$ cat config.mk
export PLATFORM = sky130hd
export DESIGN_NAME = sorted_envelope_point_table
export DESIGN_NICKNAME = d
export VERILOG_FILES = /design/src/rtl/sept_pkg.sv /design/src/rtl/sept_ram.sv /design/src/rtl/sept_front.sv /design/src/rtl/sept_back.sv /design/src/rtl/sorted_envelope_point_table.sv
export SDC_FILE = /design/constraint.sdc
export NUM_CORES = 1
export LEC_CHECK = 0
export BUFFER_PORTS_ARGS = -buffer_cell sky130_fd_sc_hd__buf_2
export CORE_MARGIN = 8
export CORE_UTILIZATION = 58
export DETAILED_ROUTE_END_ITERATION = 10
export PLACE_DENSITY = 0.9
export SLEW_MARGIN = 40
export SYNTH_ARGS = -nofsm -noshare
export SYNTH_HDL_FRONTEND = slang
export SYNTH_HIERARCHICAL = 1
export SYNTH_SLANG_ARGS = --single-unit
$ cat constraint.sdc
create_clock -name clock -period 5.8 [get_ports clock]
set_input_delay 0.29 -clock clock [delete_from_list [all_inputs] [get_ports clock]]
set_output_delay 0.29 -clock clock [all_outputs]
set_load 0.05 [all_outputs]
$ cat src/rtl/sept_pkg.sv
// sept_pkg: shared types, widths and codes for the sorted envelope point table
// used by sept_front, sept_back and sorted_envelope_point_table
package sept_pkg;

   // table geometry
   localparam int MAX_POINTS = 16;
   localparam int IDX_W      = $clog2(MAX_POINTS);
   localparam int MRK_W      = IDX_W + 1;
   localparam int CNT_W      = $clog2(MAX_POINTS + 1);

   // default payload widths
   localparam int DEF_TIME_BITS  = 16;
   localparam int DEF_VALUE_BITS = 16;

   // command queue between front and back
   localparam int QUEUE_DEPTH = 2;
   localparam int QPTR_W      = (QUEUE_DEPTH > 1) ? $clog2(QUEUE_DEPTH) : 1;
   localparam int QCNT_W      = $clog2(QUEUE_DEPTH + 1);

   // marker slots
   localparam int NUM_MARKERS      = 4;
   localparam int MK_SUSTAIN_BEGIN = 0;
   localparam int MK_SUSTAIN_END   = 1;
   localparam int MK_LOOP_START    = 2;
   localparam int MK_LOOP_END      = 3;

   typedef enum logic [1:0] {
      OP_INSERT = 2'd0,
      OP_DELETE = 2'd1,
      OP_SET    = 2'd2,
      OP_MARKER = 2'd3
   } op_type;

   typedef enum logic [1:0] {
      ST_OK    = 2'd0,
      ST_RANGE = 2'd1,
      ST_FULL  = 2'd2
   } status_type;

   // classified command handed from front to back
   typedef struct packed {
      op_type           op;
      logic [IDX_W-1:0] idx;
      logic [1:0]       sel;
      logic [MRK_W-1:0] marker;
   } cmd_type;

   typedef enum logic [2:0] {
      B_IDLE,
      B_INS,
      B_DEL,
      B_SDN,
      B_SUP,
      B_PUT,
      B_DROP
   } back_state_type;

endpackage

$ cat src/rtl/sept_ram.sv
// sept_ram: generic single write port, single read port ram with registered read
// no dependencies
module sept_ram #(
   parameter int WIDTH = 32,
   parameter int DEPTH = 16
) (
   input  logic                     clock,
   input  logic                     we,
   input  logic [$clog2(DEPTH)-1:0] waddr,
   input  logic [WIDTH-1:0]         wdata,
   input  logic [$clog2(DEPTH)-1:0] raddr,
   output logic [WIDTH-1:0]         rdata
);

   logic [WIDTH-1:0] mem_ff [DEPTH];
   logic [WIDTH-1:0] rdata_ff;

   always_ff @(posedge clock) begin
      if (we) begin
         mem_ff[waddr] <= wdata;
      end
      rdata_ff <= mem_ff[raddr];
   end

   assign rdata = rdata_ff;

endmodule

$ cat src/rtl/sept_front.sv
// sept_front: accepts command transactions, classifies them and queues them
// depends on sept_pkg
module sept_front #(
   parameter int TIME_BITS  = sept_pkg::DEF_TIME_BITS,
   parameter int VALUE_BITS = sept_pkg::DEF_VALUE_BITS
) (
   input  logic                         clock,
   input  logic                         reset,
   input  logic                         start,
   output logic                         busy,
   input  logic [1:0]                   req_action,
   input  logic [sept_pkg::IDX_W-1:0]   req_point_index,
   input  logic [TIME_BITS-1:0]         req_point_time,
   input  logic [VALUE_BITS-1:0]        req_point_value,
   input  logic [1:0]                   req_marker_select,
   input  logic [sept_pkg::MRK_W-1:0]   req_marker_value,
   input  logic                         take,
   output logic                         head_valid,
   output sept_pkg::cmd_type            head_cmd,
   output logic [TIME_BITS-1:0]         head_time,
   output logic [VALUE_BITS-1:0]        head_value
);

   sept_pkg::cmd_type                 q_cmd_ff   [sept_pkg::QUEUE_DEPTH];
   logic [TIME_BITS-1:0]              q_time_ff  [sept_pkg::QUEUE_DEPTH];
   logic [VALUE_BITS-1:0]             q_value_ff [sept_pkg::QUEUE_DEPTH];
   logic [sept_pkg::QPTR_W-1:0]       wr_ptr_ff, wr_ptr_in;
   logic [sept_pkg::QPTR_W-1:0]       rd_ptr_ff, rd_ptr_in;
   logic [sept_pkg::QCNT_W-1:0]       fill_ff, fill_in;
   logic                              push;
   logic                              pop;
   logic                              mk_bad;
   sept_pkg::cmd_type                 cls_cmd;

   // classify: saturate out-of-table marker values to invalid
   always_comb begin
      mk_bad = req_marker_value[sept_pkg::MRK_W-1] ||
               (sept_pkg::CNT_W'(req_marker_value[sept_pkg::IDX_W-1:0]) >=
                sept_pkg::CNT_W'(sept_pkg::MAX_POINTS));
      cls_cmd.op     = sept_pkg::op_type'(req_action);
      cls_cmd.idx    = req_point_index;
      cls_cmd.sel    = req_marker_select;
      cls_cmd.marker = mk_bad ? '1 : req_marker_value;
   end

   assign busy       = (fill_ff == sept_pkg::QCNT_W'(sept_pkg::QUEUE_DEPTH));
   assign head_valid = (fill_ff != '0);
   assign push       = start && !busy;
   assign pop        = take && head_valid;
   assign head_cmd   = q_cmd_ff[rd_ptr_ff];
   assign head_time  = q_time_ff[rd_ptr_ff];
   assign head_value = q_value_ff[rd_ptr_ff];

   always_comb begin
      wr_ptr_in = wr_ptr_ff;
      rd_ptr_in = rd_ptr_ff;
      fill_in   = fill_ff;
      if (push) begin
         wr_ptr_in = (wr_ptr_ff == sept_pkg::QPTR_W'(sept_pkg::QUEUE_DEPTH - 1)) ?
                     '0 : wr_ptr_ff + 1'b1;
      end
      if (pop) begin
         rd_ptr_in = (rd_ptr_ff == sept_pkg::QPTR_W'(sept_pkg::QUEUE_DEPTH - 1)) ?
                     '0 : rd_ptr_ff + 1'b1;
      end
      if (push && !pop) begin
         fill_in = fill_ff + 1'b1;
      end else if (pop && !push) begin
         fill_in = fill_ff - 1'b1;
      end
   end

   always_ff @(posedge clock) begin
      if (reset) begin
         wr_ptr_ff <= '0;
         rd_ptr_ff <= '0;
         fill_ff   <= '0;
      end else begin
         wr_ptr_ff <= wr_ptr_in;
         rd_ptr_ff <= rd_ptr_in;
         fill_ff   <= fill_in;
      end
   end

   always_ff @(posedge clock) begin
      if (push) begin
         q_cmd_ff[wr_ptr_ff]   <= cls_cmd;
         q_time_ff[wr_ptr_ff]  <= req_point_time;
         q_value_ff[wr_ptr_ff] <= req_point_value;
      end
   end

endmodule

$ cat src/rtl/sept_back.sv
// sept_back: executes queued commands against the point ram and the markers
// depends on sept_pkg and sept_ram
module sept_back #(
   parameter int TIME_BITS  = sept_pkg::DEF_TIME_BITS,
   parameter int VALUE_BITS = sept_pkg::DEF_VALUE_BITS
) (
   input  logic                        clock,
   input  logic                        reset,
   input  logic                        head_valid,
   input  sept_pkg::cmd_type           head_cmd,
   input  logic [TIME_BITS-1:0]        head_time,
   input  logic [VALUE_BITS-1:0]       head_value,
   output logic                        take,
   output logic                        rsp_strobe,
   output logic [sept_pkg::MRK_W-1:0]  rsp_result_index,
   output logic [1:0]                  rsp_status,
   output logic [sept_pkg::CNT_W-1:0]  rsp_point_count,
   output logic [sept_pkg::MRK_W-1:0]  rsp_markers [sept_pkg::NUM_MARKERS]
);

   localparam int IDX_W = sept_pkg::IDX_W;
   localparam int MRK_W = sept_pkg::MRK_W;
   localparam int CNT_W = sept_pkg::CNT_W;
   localparam int WORD_W = TIME_BITS + VALUE_BITS;

   sept_pkg::back_state_type state_ff, state_in;

   sept_pkg::op_type        op_ff, op_in;
   logic [IDX_W-1:0]        idx_ff, idx_in;
   logic [TIME_BITS-1:0]    time_ff, time_in;
   logic [VALUE_BITS-1:0]   value_ff, value_in;
   logic [IDX_W-1:0]        ptr_ff, ptr_in;
   logic [IDX_W-1:0]        dst_ff, dst_in;
   logic                    first_ff, first_in;
   logic [CNT_W-1:0]        count_ff, count_in;
   logic [MRK_W-1:0]        marker_ff [sept_pkg::NUM_MARKERS];
   logic [MRK_W-1:0]        marker_in [sept_pkg::NUM_MARKERS];
   logic                    rsp_valid_ff, rsp_valid_in;
   logic [MRK_W-1:0]        rsp_idx_ff, rsp_idx_in;
   sept_pkg::status_type    rsp_status_ff, rsp_status_in;

   logic                    ram_we;
   logic [IDX_W-1:0]        ram_waddr;
   logic [WORD_W-1:0]       ram_wdata;
   logic [IDX_W-1:0]        ram_raddr;
   logic [WORD_W-1:0]       ram_rdata;
   logic [TIME_BITS-1:0]    rd_time;

   // shared decisions
   logic [CNT_W-1:0]        cnt_m1;
   logic                    ptr_last;
   logic                    ptr_zero;
   logic                    ins_shift;
   logic                    sdn_shift;
   logic                    sup_shift;
   logic                    head_in_range;
   logic                    head_last;
   logic                    cur_last;
   logic                    table_full;
   logic                    table_empty;

   sept_ram #(
      .WIDTH (WORD_W),
      .DEPTH (sept_pkg::MAX_POINTS)
   ) u_ram (
      .clock (clock),
      .we    (ram_we),
      .waddr (ram_waddr),
      .wdata (ram_wdata),
      .raddr (ram_raddr),
      .rdata (ram_rdata)
   );

   assign rd_time       = ram_rdata[WORD_W-1:VALUE_BITS];
   assign cnt_m1        = count_ff - 1'b1;
   assign ptr_last      = (CNT_W'(ptr_ff) == cnt_m1);
   assign ptr_zero      = (ptr_ff == '0);
   assign ins_shift     = (rd_time > time_ff);
   assign sdn_shift     = first_ff ? (rd_time > time_ff) : (rd_time >= time_ff);
   assign sup_shift     = first_ff ? (rd_time < time_ff) : (rd_time <= time_ff);
   assign head_in_range = (CNT_W'(head_cmd.idx) < count_ff);
   assign head_last     = (CNT_W'(head_cmd.idx) == cnt_m1);
   assign cur_last      = (CNT_W'(idx_ff) == cnt_m1);
   assign table_full    = (count_ff == CNT_W'(sept_pkg::MAX_POINTS));
   assign table_empty   = (count_ff == '0);

   // next state
   always_comb begin
      state_in = state_ff;
      case (state_ff)
         sept_pkg::B_IDLE: begin
            if (head_valid) begin
               case (head_cmd.op)
                  sept_pkg::OP_INSERT: begin
                     if (table_full) state_in = sept_pkg::B_IDLE;
                     else if (table_empty) state_in = sept_pkg::B_PUT;
                     else state_in = sept_pkg::B_INS;
                  end
                  sept_pkg::OP_DELETE: begin
                     if (!head_in_range) state_in = sept_pkg::B_IDLE;
                     else if (head_last) state_in = sept_pkg::B_DROP;
                     else state_in = sept_pkg::B_DEL;
                  end
                  sept_pkg::OP_SET: begin
                     if (!head_in_range) state_in = sept_pkg::B_IDLE;
                     else if (head_cmd.idx != '0) state_in = sept_pkg::B_SDN;
                     else if (!head_last) state_in = sept_pkg::B_SUP;
                     else state_in = sept_pkg::B_PUT;
                  end
                  default: state_in = sept_pkg::B_IDLE;
               endcase
            end
         end
         sept_pkg::B_INS: begin
            if (!ins_shift || ptr_zero) state_in = sept_pkg::B_PUT;
         end
         sept_pkg::B_DEL: begin
            if (ptr_last) state_in = sept_pkg::B_DROP;
         end
         sept_pkg::B_SDN: begin
            if (sdn_shift) begin
               if (ptr_zero) state_in = sept_pkg::B_PUT;
            end else if (first_ff && !cur_last) begin
               state_in = sept_pkg::B_SUP;
            end else begin
               state_in = sept_pkg::B_PUT;
            end
         end
         sept_pkg::B_SUP: begin
            if (!sup_shift || ptr_last) state_in = sept_pkg::B_PUT;
         end
         sept_pkg::B_PUT:  state_in = sept_pkg::B_IDLE;
         sept_pkg::B_DROP: state_in = sept_pkg::B_IDLE;
         default:          state_in = sept_pkg::B_IDLE;
      endcase
   end

   // datapath and outputs
   always_comb begin
      take          = 1'b0;
      ram_we        = 1'b0;
      ram_waddr     = ptr_ff;
      ram_wdata     = ram_rdata;
      ram_raddr     = ptr_ff;
      op_in         = op_ff;
      idx_in        = idx_ff;
      time_in       = time_ff;
      value_in      = value_ff;
      ptr_in        = ptr_ff;
      dst_in        = dst_ff;
      first_in      = first_ff;
      count_in      = count_ff;
      marker_in     = marker_ff;
      rsp_valid_in  = 1'b0;
      rsp_idx_in    = '1;
      rsp_status_in = sept_pkg::ST_OK;

      case (state_ff)
         sept_pkg::B_IDLE: begin
            if (head_valid) begin
               take     = 1'b1;
               op_in    = head_cmd.op;
               idx_in   = head_cmd.idx;
               time_in  = head_time;
               value_in = head_value;
               case (head_cmd.op)
                  sept_pkg::OP_INSERT: begin
                     if (table_full) begin
                        rsp_valid_in  = 1'b1;
                        rsp_status_in = sept_pkg::ST_FULL;
                     end else if (table_empty) begin
                        dst_in = '0;
                     end else begin
                        ptr_in    = IDX_W'(cnt_m1);
                        ram_raddr = IDX_W'(cnt_m1);
                     end
                  end
                  sept_pkg::OP_DELETE: begin
                     if (!head_in_range) begin
                        rsp_valid_in  = 1'b1;
                        rsp_status_in = sept_pkg::ST_RANGE;
                     end else if (!head_last) begin
                        ptr_in    = head_cmd.idx + 1'b1;
                        ram_raddr = head_cmd.idx + 1'b1;
                     end
                  end
                  sept_pkg::OP_SET: begin
                     first_in = 1'b1;
                     if (!head_in_range) begin
                        rsp_valid_in  = 1'b1;
                        rsp_status_in = sept_pkg::ST_RANGE;
                     end else if (head_cmd.idx != '0) begin
                        ptr_in    = head_cmd.idx - 1'b1;
                        ram_raddr = head_cmd.idx - 1'b1;
                     end else if (!head_last) begin
                        ptr_in    = head_cmd.idx + 1'b1;
                        ram_raddr = head_cmd.idx + 1'b1;
                     end else begin
                        dst_in = head_cmd.idx;
                     end
                  end
                  default: begin
                     marker_in[head_cmd.sel] = head_cmd.marker;
                     rsp_valid_in            = 1'b1;
                  end
               endcase
            end
         end

         // walk down from the last point, moving later times up one slot
         sept_pkg::B_INS: begin
            if (ins_shift) begin
               ram_we    = 1'b1;
               ram_waddr = ptr_ff + 1'b1;
               if (ptr_zero) begin
                  dst_in = '0;
               end else begin
                  ptr_in    = ptr_ff - 1'b1;
                  ram_raddr = ptr_ff - 1'b1;
               end
            end else begin
               dst_in = ptr_ff + 1'b1;
            end
         end

         // close the gap: each later point moves down one slot
         sept_pkg::B_DEL: begin
            ram_we    = 1'b1;
            ram_waddr = ptr_ff - 1'b1;
            if (!ptr_last) begin
               ptr_in    = ptr_ff + 1'b1;
               ram_raddr = ptr_ff + 1'b1;
            end
         end

         // moved point lands earlier: push later times up, equal ones too past the first neighbour
         sept_pkg::B_SDN: begin
            if (sdn_shift) begin
               ram_we    = 1'b1;
               ram_waddr = ptr_ff + 1'b1;
               if (ptr_zero) begin
                  dst_in = '0;
               end else begin
                  ptr_in    = ptr_ff - 1'b1;
                  ram_raddr = ptr_ff - 1'b1;
                  first_in  = 1'b0;
               end
            end else if (first_ff && !cur_last) begin
               ptr_in    = idx_ff + 1'b1;
               ram_raddr = idx_ff + 1'b1;
               first_in  = 1'b1;
            end else begin
               dst_in = ptr_ff + 1'b1;
            end
         end

         // moved point lands later: pull earlier times down, equal ones too past the first neighbour
         sept_pkg::B_SUP: begin
            if (sup_shift) begin
               ram_we    = 1'b1;
               ram_waddr = ptr_ff - 1'b1;
               if (ptr_last) begin
                  dst_in = ptr_ff;
               end else begin
                  ptr_in    = ptr_ff + 1'b1;
                  ram_raddr = ptr_ff + 1'b1;
                  first_in  = 1'b0;
               end
            end else begin
               dst_in = ptr_ff - 1'b1;
            end
         end

         sept_pkg::B_PUT: begin
            ram_we       = 1'b1;
            ram_waddr    = dst_ff;
            ram_wdata    = {time_ff, value_ff};
            rsp_valid_in = 1'b1;
            rsp_idx_in   = MRK_W'(dst_ff);
            if (op_ff == sept_pkg::OP_INSERT) begin
               count_in = count_ff + 1'b1;
               // markers move only when the point does not go at the end
               if (CNT_W'(dst_ff) < count_ff) begin
                  for (int m = 0; m < sept_pkg::NUM_MARKERS; m++) begin
                     if (!marker_ff[m][MRK_W-1] &&
                         (marker_ff[m][IDX_W-1:0] >= dst_ff)) begin
                        if (marker_ff[m][IDX_W-1:0] ==
                            IDX_W'(sept_pkg::MAX_POINTS - 1)) begin
                           marker_in[m] = '1;
                        end else begin
                           marker_in[m] = marker_ff[m] + 1'b1;
                        end
                     end
                  end
               end
            end else begin
               for (int m = 0; m < sept_pkg::NUM_MARKERS; m++) begin
                  if (!marker_ff[m][MRK_W-1]) begin
                     if ((dst_ff > idx_ff) &&
                         (marker_ff[m][IDX_W-1:0] > idx_ff) &&
                         (marker_ff[m][IDX_W-1:0] <= dst_ff)) begin
                        marker_in[m] = marker_ff[m] - 1'b1;
                     end else if ((dst_ff < idx_ff) &&
                                  (marker_ff[m][IDX_W-1:0] < idx_ff) &&
                                  (marker_ff[m][IDX_W-1:0] >= dst_ff)) begin
                        marker_in[m] = marker_ff[m] + 1'b1;
                     end
                  end
               end
            end
         end

         // removing a pair member kills the pair, else later markers step down
         sept_pkg::B_DROP: begin
            rsp_valid_in = 1'b1;
            count_in     = count_ff - 1'b1;
            for (int p = 0; p < sept_pkg::NUM_MARKERS; p += 2) begin
               if ((marker_ff[p] == MRK_W'(idx_ff)) ||
                   (marker_ff[p+1] == MRK_W'(idx_ff))) begin
                  marker_in[p]   = '1;
                  marker_in[p+1] = '1;
               end else begin
                  for (int q = p; q < p + 2; q++) begin
                     if (!marker_ff[q][MRK_W-1] &&
                         (marker_ff[q][IDX_W-1:0] > idx_ff)) begin
                        marker_in[q] = marker_ff[q] - 1'b1;
                     end
                  end
               end
            end
         end

         default: begin
            rsp_valid_in = 1'b0;
         end
      endcase
   end

   always_ff @(posedge clock) begin
      if (reset) begin
         state_ff      <= sept_pkg::B_IDLE;
         count_ff      <= '0;
         rsp_valid_ff  <= 1'b0;
         rsp_status_ff <= sept_pkg::ST_OK;
         for (int m = 0; m < sept_pkg::NUM_MARKERS; m++) begin
            marker_ff[m] <= '1;
         end
      end else begin
         state_ff      <= state_in;
         count_ff      <= count_in;
         rsp_valid_ff  <= rsp_valid_in;
         rsp_status_ff <= rsp_status_in;
         marker_ff     <= marker_in;
      end
   end

   always_ff @(posedge clock) begin
      op_ff      <= op_in;
      idx_ff     <= idx_in;
      time_ff    <= time_in;
      value_ff   <= value_in;
      ptr_ff     <= ptr_in;
      dst_ff     <= dst_in;
      first_ff   <= first_in;
      rsp_idx_ff <= rsp_idx_in;
   end

   assign rsp_strobe       = rsp_valid_ff;
   assign rsp_result_index = rsp_idx_ff;
   assign rsp_status       = rsp_status_ff;
   assign rsp_point_count  = count_ff;
   assign rsp_markers      = marker_ff;

   // a returned slot always points into the table
   a_index_in_table: assert property (@(posedge clock) disable iff (reset)
      (rsp_valid_ff && !rsp_idx_ff[MRK_W-1]) |->
         (CNT_W'(rsp_idx_ff[IDX_W-1:0]) < count_ff))
      else $error("returned slot lies beyond point count");

   // the point count only moves together with a result
   a_count_with_result: assert property (@(posedge clock) disable iff (reset)
      (count_ff != $past(count_ff)) |-> rsp_valid_ff)
      else $error("point count changed without a result");

   // the walk pointer of a ram walk never points past the table
   a_walk_in_table: assert property (@(posedge clock) disable iff (reset)
      (state_ff == sept_pkg::B_INS || state_ff == sept_pkg::B_DEL ||
       state_ff == sept_pkg::B_SDN || state_ff == sept_pkg::B_SUP) |->
         (CNT_W'(ptr_ff) < count_ff))
      else $error("walk pointer beyond point count");

   // a full report only comes from a full table
   a_full_report: assert property (@(posedge clock) disable iff (reset)
      (rsp_valid_ff && rsp_status_ff == sept_pkg::ST_FULL) |->
         (count_ff == CNT_W'(sept_pkg::MAX_POINTS)))
      else $error("table full reported while not full");

endmodule

$ cat src/rtl/sorted_envelope_point_table.sv
// sorted_envelope_point_table: top level of the sorted envelope point table
// depends on sept_pkg, sept_front, sept_back (and sept_ram below it)
//
// usage
//   command channel: a transaction is taken at a rising edge with start high and
//   busy low; req_action selects insert, delete, set point or set marker
//   result channel: rsp_strobe is high for one cycle per command and carries the
//   new slot, a status code, the point count and the four markers after the
//   command; the receiver cannot hold results off, results leave in order
//   commands land in a two-entry queue, so busy only rises when that queue is
//   full while the back end still works on an earlier command
// walks over the point ram per command
//   set marker, out of range or table full: no walk over the point ram
//   insert: a walk down from the last point over the points that move up
//   (no walk into an empty table)
//   delete: a walk over the points that move down
//   set point: a walk over the points passed by the moved point, plus a compare
//   that ends the walk short of the table ends; it may first look below and
//   then look above
//   the back end takes the next queued command while a result is on the ports
//   each walk steps one slot per cycle through the single read port and single
//   write port of the point ram
// reset
//   synchronous, active high: empties the table and the queue and marks all
//   markers invalid; the point ram itself is not cleared
module sorted_envelope_point_table #(
   parameter int TIME_BITS  = sept_pkg::DEF_TIME_BITS,
   parameter int VALUE_BITS = sept_pkg::DEF_VALUE_BITS
) (
   input  logic                               clock,
   input  logic                               reset,
   // command channel
   input  logic                               start,
   output logic                               busy,
   input  logic [1:0]                         req_action,
   input  logic [sept_pkg::IDX_W-1:0]         req_point_index,
   input  logic [TIME_BITS-1:0]               req_point_time,
   input  logic [VALUE_BITS-1:0]              req_point_value,
   input  logic [1:0]                         req_marker_select,
   input  logic signed [sept_pkg::MRK_W-1:0]  req_marker_value,
   // result channel
   output logic                               rsp_strobe,
   output logic signed [sept_pkg::MRK_W-1:0]  rsp_result_index,
   output logic [1:0]                         rsp_status,
   output logic [sept_pkg::CNT_W-1:0]         rsp_point_count,
   output logic signed [sept_pkg::MRK_W-1:0]  rsp_sustain_begin_out,
   output logic signed [sept_pkg::MRK_W-1:0]  rsp_sustain_end_out,
   output logic signed [sept_pkg::MRK_W-1:0]  rsp_loop_start_out,
   output logic signed [sept_pkg::MRK_W-1:0]  rsp_loop_end_out
);

   // queue head, from front to back
   logic                          head_valid;
   sept_pkg::cmd_type             head_cmd;
   logic [TIME_BITS-1:0]          head_time;
   logic [VALUE_BITS-1:0]         head_value;
   logic                          take;

   // marker registers as seen by the result channel
   logic [sept_pkg::MRK_W-1:0]    markers [sept_pkg::NUM_MARKERS];

   // front: accept, classify (marker saturation) and queue
   sept_front #(
      .TIME_BITS  (TIME_BITS),
      .VALUE_BITS (VALUE_BITS)
   ) u_front (
      .clock             (clock),
      .reset             (reset),
      .start             (start),
      .busy              (busy),
      .req_action        (req_action),
      .req_point_index   (req_point_index),
      .req_point_time    (req_point_time),
      .req_point_value   (req_point_value),
      .req_marker_select (req_marker_select),
      .req_marker_value  (req_marker_value),
      .take              (take),
      .head_valid        (head_valid),
      .head_cmd          (head_cmd),
      .head_time         (head_time),
      .head_value        (head_value)
   );

   // back: point ram walks, marker updates and result register
   sept_back #(
      .TIME_BITS  (TIME_BITS),
      .VALUE_BITS (VALUE_BITS)
   ) u_back (
      .clock            (clock),
      .reset            (reset),
      .head_valid       (head_valid),
      .head_cmd         (head_cmd),
      .head_time        (head_time),
      .head_value       (head_value),
      .take             (take),
      .rsp_strobe       (rsp_strobe),
      .rsp_result_index (rsp_result_index),
      .rsp_status       (rsp_status),
      .rsp_point_count  (rsp_point_count),
      .rsp_markers      (markers)
   );

   // marker slots onto their named ports
   assign rsp_sustain_begin_out = markers[sept_pkg::MK_SUSTAIN_BEGIN];
   assign rsp_sustain_end_out   = markers[sept_pkg::MK_SUSTAIN_END];
   assign rsp_loop_start_out    = markers[sept_pkg::MK_LOOP_START];
   assign rsp_loop_end_out      = markers[sept_pkg::MK_LOOP_END];

endmodule
==> reports/results.tsv, run 1 <==
stage	metric	value	unit
min_path	hold crit path type	in -> reg	
clock_tree	clock sinks	402	
timing	RSZ-0062 raised after global routing	false	
placed_design	pre-CTS WS	897.5	ps
final_layout	Layout area overhead	12.04	%
final_layout	antenna cell count	0	
setup_path	Crit. End Element	register	
clock_tree	Post-CTS Setup Inserts	0	
status	status	finished, final reports clean	
power	sw power	5578	uW
floorplan	core area	0.03429	mm^2
final_layout	Final Cell Area	0.02251	mm^2
placed_design	Post-DP HPWL	33400	um
setup_path	CP Launch Type	register	
final_layout	commonest non-fill, non-tap cell in the layout	edfxtp_1	
clock_tree	CTS Buf Count	39	
power	Sw Ratio	40.40	%
timing	Max Transition Viols Final	0	
drt	via/cell ratio	6.818	
timing	f_max	0.1999	GHz
drt	Via Count	14370	
global_routing	largest net degree at the start of global routing	66	
timing	Slew headroom	45.73	%
flow_run	max-cap viol count	0	
placed_design	Placed Area	0.02091	mm^2
power	pwr dens	613.4	mW/mm^2
timing	final total negative setup slack	0	ps
clock_tree	clock root buffer master	clkbuf_16	
global_routing	initial antenna violation count	1	
logic_synthesis	Synth Instances	1539	
power	Final Total Pwr	13810	uW
timing	final hold violations	0	
drt	DRT Wirelength	54310	um
setup_path	worst endpoint required time	6220	ps
timing	Worst Skew	38.63	ps
drt	ANT nets after route	0	
floorplan	Starting Density	58.59	%
clock_tree	CTS max path bufs	3	
timing	Setup WS post-layout	796.6	ps
logic_synthesis	Syn Nets	1670	
timing	setup violators final	0	
drt	first-pass detailed-route iteration total	8	
clock_tree	clk_lat worst skew	570	ps
power	clock network power share	18.9	%
floorplan	die area	0.04085	mm^2
global_routing	total track usage	26.04	%
global_routing	grt ovf	0	
final_layout	most frequent cells in the layout	edfxtp_1 (341), nand2_1 (109), ha_1 (83)	
power	P_leak	0.008043	uW
power	combinational power share	50.3	%
floorplan	Die X	202.1	um
logic_synthesis	Post-Syn Area	0.02009	mm^2
setup_path	Worst Setup Path Type	reg -> reg	
floorplan	# rows	68	
placed_design	PortBufs	65	
clock_tree	CTS tree	yes	
drt	DRC viols	0	
timing	hold_ws	32.29	ps
final_layout	Final nets	1753	
final_layout	layout cells sized above 1	19.84	%
power	VDD IR max	0.7770	mV
power	Seq pwr share	30.9	%
clock_tree	Clock Pin Slew Worst Setup and Hold Paths	60	ps
clock_tree	htree depth	2	
timing	Slew @ Worst Pin	814.0	ps
global_routing	vias in the first global route	14220	
floorplan	chip height	202.1	um
setup_path	largest fanout on the critical path	19	
logic_synthesis	syn avg cell area	13.05	um^2
setup_path	R2R Setup Slk	800	ps
power	Pint	8229	uW
drt	wire per inst	25.76	um
timing	minimum clock period	5003	ps
final_layout	Filler cells	2263	
setup_path	data arrival time of the worst path	5420	ps
timing	fin crit share	86.27	%
drt	Initial DRC Count	1886	
placed_design	routability cong.	0.9334	
global_routing	first-pass GRT wire length	83240	um
floorplan	Boundary Pins	82	
logic_synthesis	Syn. warnings	6	
[final cells by class]
| class | count | area, um^2 | area share (%) |
|---|---|---|---|
| flip-flops and latches | 402 | 11460 | 50.92 |
| clock buffers | 55 | 1096 | 4.869 |
| inverters | 64 | 240.2 | 1.067 |
| multi-input cells | 977 | 7973 | 35.42 |
| clock inverters | 17 | 221.5 | 0.9838 |
| well taps | 455 | 569.3 | 2.529 |
| repair buffers | 138 | 948.4 | 4.213 |
[worst paths after layout]
kind | cells past startpoint | start | end
worst min-delay path | 2 | req_marker_value[1] | u_front/q_cmd_ff[1][1]
worst max-delay path | 16 | register | u_back/u_ram/rdata[20]
worst min register to register | 2 | u_front/wr_ptr_ff | u_front/wr_ptr_ff
worst max register to register | 16 | register | u_back/u_ram/rdata[20]
[power groups by stage]
stage / sequential (uW) / clock (uW) / combinational, uW
finish: 4260 / 2610 / 6940
global route: 4290 / 2740 / 7410
detailed placement: 4290 / 0 / 6600
CTS: 4240 / 2610 / 6770
global placement: 4260 / 0 / 6290
floorplan: 4200 / 0 / 5080
[per-layer routing]
| metal | vias up | wire, um | track usage [%] |
|---|---|---|---|
| li1 | 6142 | - | - |
| met1 | 7009 | 19830 | 33.18 |
| met2 | 1025 | 26060 | 42.97 |
| met3 | 196 | 5967 | 4.963 |
| met4 | 0 | 2457 | 11.68 |
| met5 | - | 0 | 0 |
[registers in the layout (all words and copies together), names as in the netlist, named ones only]
signal,flops
u_back/u_ram/mem_ff,256
u_back/op_ff,2
u_front/q_cmd_ff,26
u_back/rsp_strobe,1
u_back/ptr_ff,4
u_back/rsp_point_count,5
u_front/fill_ff,2
u_back/rsp_result_index,5
u_back/first_ff,1
u_back/u_ram/rdata,16
u_front/rd_ptr_ff,1
u_back/rsp_status,2
u_back/state_ff,3
u_front/wr_ptr_ff,1
u_front/q_time_ff,32
u_back/time_ff,16
u_back/idx_ff,4
u_back/dst_ff,4
[metrics by stage]
stage	util, %	std cells
floorplan	-	1539
global placement	60.99	2011
detailed placement	60.99	2011
CTS	65.57	2108
global route	65.65	2108
finish	65.65	2108
[timing repair]
item                                   CTS  global route
endpoints found under the hold margin   50             0
hold buffers                            25             0
resized for setup                        0             0
[critical path, stage by stage (launching register included)]
cell and delay (ps):
dfxtp_1 330, buf_4 230, mux2_2 430, inv_1 170
ha_1 230, nor3b_1 630, xnor2_1 200, a22oi_1 90
a2111o_1 350, a31o_1 230, o211a_1 150, a31oi_1 180
o21a_2 560, buf_4 400, mux4_2 360, a22oi_1 240
nand2_1 90
(Power assumes the default switching activity.)
==> run 2, diff against run 1 <==
- ABC_AREA: default -> 1
- CORE_UTILIZATION: 58 -> 59
- PLACE_DENSITY: 0.9 -> 0.91
==> run 2 against run 1 <==
Effect of this change: via count up 26%; fmax rose by 11%; synthesized cell count rose by 58%; sequential cell count did not move; first-iteration DRC count increased by 34%; die area rose by 5.7%; sequential share of layout area down 3.0 points; utilization barely moved; clock skew shrank 17 ps.
==> reports/results.tsv, run 2 <==
stage	metric	value	unit	change
timing	minimum clock period	4503	ps	-500.0 ps
timing	Slew headroom	39.30	%	-6.4 points
clock_tree	clock root buffer master	clkbuf_16		
setup_path	largest fanout on the critical path	42		+23
flow_run	max-cap viol count	0		unchanged
global_routing	grt ovf	0		unchanged
final_layout	Layout area overhead	10.29	%	
clock_tree	Post-CTS Setup Inserts	0		unchanged
placed_design	DP Cell Count	2897		+44%
final_layout	Final nets	2631		+50%
final_layout	Multi-input gate area	0.008178	mm^2	+2.6%
clock_tree	CTS max path bufs	3		unchanged
clock_tree	CTS Buf Count	41		+5.1%
timing	fin crit share	77.65	%	-8.6 points
logic_synthesis	Synth Instances	2439		+58%
clock_tree	htree depth	2		unchanged
floorplan	Starting Density	59.56	%	+0.97 points
floorplan	# rows	70		+2.9%
floorplan	chip height	207.8	um	+2.8%
floorplan	Die X	207.8	um	+2.8%
global_routing	total track usage	26.88	%	+0.83 points
setup_path	CP Launch Type	register		
timing	hold_ws	15.48	ps	-16.82 ps
timing	setup violators final	0		unchanged
clock_tree	Clock Pin Slew Worst Setup and Hold Paths	60	ps	about the same
drt	wire per inst	19.93	um	-23%
logic_synthesis	Post-Syn Area	0.02170	mm^2	+8.0%
placed_design	Post-DP HPWL	36490	um	+9.3%
final_layout	Biggest register	u_back/u_ram/mem_ff		
floorplan	core area	0.03643	mm^2	+6.3%
drt	via/cell ratio	6.012		-12%
floorplan	die area	0.04317	mm^2	+5.7%
setup_path	Crit. End Element	register		
global_routing	first-pass GRT wire length	93150	um	+12%
placed_design	PortBufs	65		unchanged
timing	f_max	0.2221	GHz	+11%
drt	DRC viols	0		unchanged
drt	ANT nets after route	0		unchanged
setup_path	worst endpoint required time	6250	ps	+30 ps
drt	DRT Wirelength	59820	um	+10%
clock_tree	CTS tree	yes		
drt	Initial DRC Count	2519		+34%
min_path	hold crit path type	in -> reg		
timing	Slew @ Worst Pin	909.5	ps	+95.46 ps
final_layout	top flop regs	u_back/u_ram/mem_ff (256), u_front/q_time_ff (32), u_front/q_cmd_ff (26)		
final_layout	antenna cell count	0		unchanged
final_layout	layout cells sized above 1	11.21	%	-8.6 points
global_routing	largest net degree at the start of global routing	88		+33%
status	status	finished, final reports clean		
logic_synthesis	Syn Nets	2570		+54%
drt	first-pass detailed-route iteration total	6		-2
min_path	hold_sp	req_marker_value[2]		
timing	Max Transition Viols Final	0		unchanged
setup_path	Worst Setup Path Type	reg -> reg		
final_layout	most frequent cells in the layout	nand2_1 (702), edfxtp_1 (341), inv_1 (340)		
final_layout	commonest non-fill, non-tap cell in the layout	nand2_1		
logic_synthesis	Syn. warnings	6		unchanged
timing	final total negative setup slack	0	ps	unchanged
final_layout	Final Non-Filler Cells	3001		+42%
placed_design	routability cong.	0.9415		+0.87%
drt	Via Count	18040		+26%
final_layout	Filler cells	2579		+14%
floorplan	Boundary Pins	82		unchanged
clock_tree	clock sinks	402		unchanged
logic_synthesis	syn avg cell area	8.897	um^2	-32%
timing	final hold violations	0		unchanged
clock_tree	clk_lat worst skew	580	ps	about the same
setup_path	data arrival time of the worst path	4960	ps	-460 ps
timing	Worst Skew	21.67	ps	-16.96 ps
global_routing	initial antenna violation count	0		-1
final_layout	Largest register FFs	256		unchanged
timing	RSZ-0062 raised after global routing	false		
final_layout	Register Area	0.01146	mm^2	unchanged
global_routing	vias in the first global route	17710		+25%
==> run 2: cell types whose count changed in the layout (fill, tap and decap cells not counted), moves of 18 or more <==
cell	previous run	this run
mux4_2	64	0
inv_1	62	340
inv_2	1	19
mux2_4	0	24
nand3_1	30	312
a31oi_1	26	5
a21oi_1	69	51
nor2b_1	23	0
nor3_1	35	1
nand2_1	109	702
mux2_2	34	5
nor2_1	79	107
a22oi_1	42	5
==> run 2: layout make-up <==
| type | count | area share, % |
|---|---|---|
| Clock buffer | 62 | 5.081 |
| Clock inverter | 14 | 0.6848 |
| Inverter | 367 | 5.777 |
| Multi-Input combinational cell | 1553 | 34.17 |
| Sequential cell | 402 | 47.89 |
| Tap cell | 468 | 2.447 |
| Timing Repair Buffer | 135 | 3.952 |
==> run 2: timing repair <==
item,CTS,global route
hold buffers,28,0
hold endpoints to repair,56,0
gates resized for setup,0,0
==> run 2: worst paths after layout <==
kind | endpoint | slack (ps) | cells after the start
max | u_back/u_ram/rdata[25] | 1300 | 19
min reg2reg | register | 540 | 2
min | u_front/q_cmd_ff[0][2] | 20 | 2
max reg2reg | u_back/u_ram/rdata[25] | 1300 | 19
==> run 2: through the flow <==
step / instance area, um^2 / util [%] / worst slack, ps
floorplan: 21700 / - / 2628
global placement: 22230 / 61.01 / 1300
detailed placement: 22270 / 61.12 / 1396
CTS: 23930 / 65.68 / 1378
global route: 23930 / 65.69 / 1016
finish: 23930 / 65.69 / 1297
==> run 2: routing by layer <==
| layer | part of all wire [%] | global-route usage, % | wire, um | up-vias |
|---|---|---|---|---|
| met5 | 0 | 0 | 0 | - |
| li1 | - | - | - | 8101 |
| met3 | 13 | 7.201 | 7547 | 259 |
| met4 | 4.5 | 12.75 | 2707 | 0 |
| met1 | 36 | 32.84 | 21820 | 8307 |
| met2 | 46 | 43.95 | 27740 | 1375 |
==> run 2: critical path: stages, from the launching register on <==
cell and delay (ps):
dfxtp_2 620, mux2_4 400, ha_1 320, nand2_1 70, inv_1 40, o21ai_0 130
nand3_1 220, inv_1 320, nand3_1 170, a21oi_1 150, nand3_1 90, nand2_1 180
nand3_4 440, inv_4 190, buf_4 410, nand2_1 140, nand3_1 110, nand3_1 100
nand3_1 170, nand2_1 100
Power of run 2 is not shown: default switching activity piles up to over one toggle a cycle in this logic, so the estimate is an artifact.
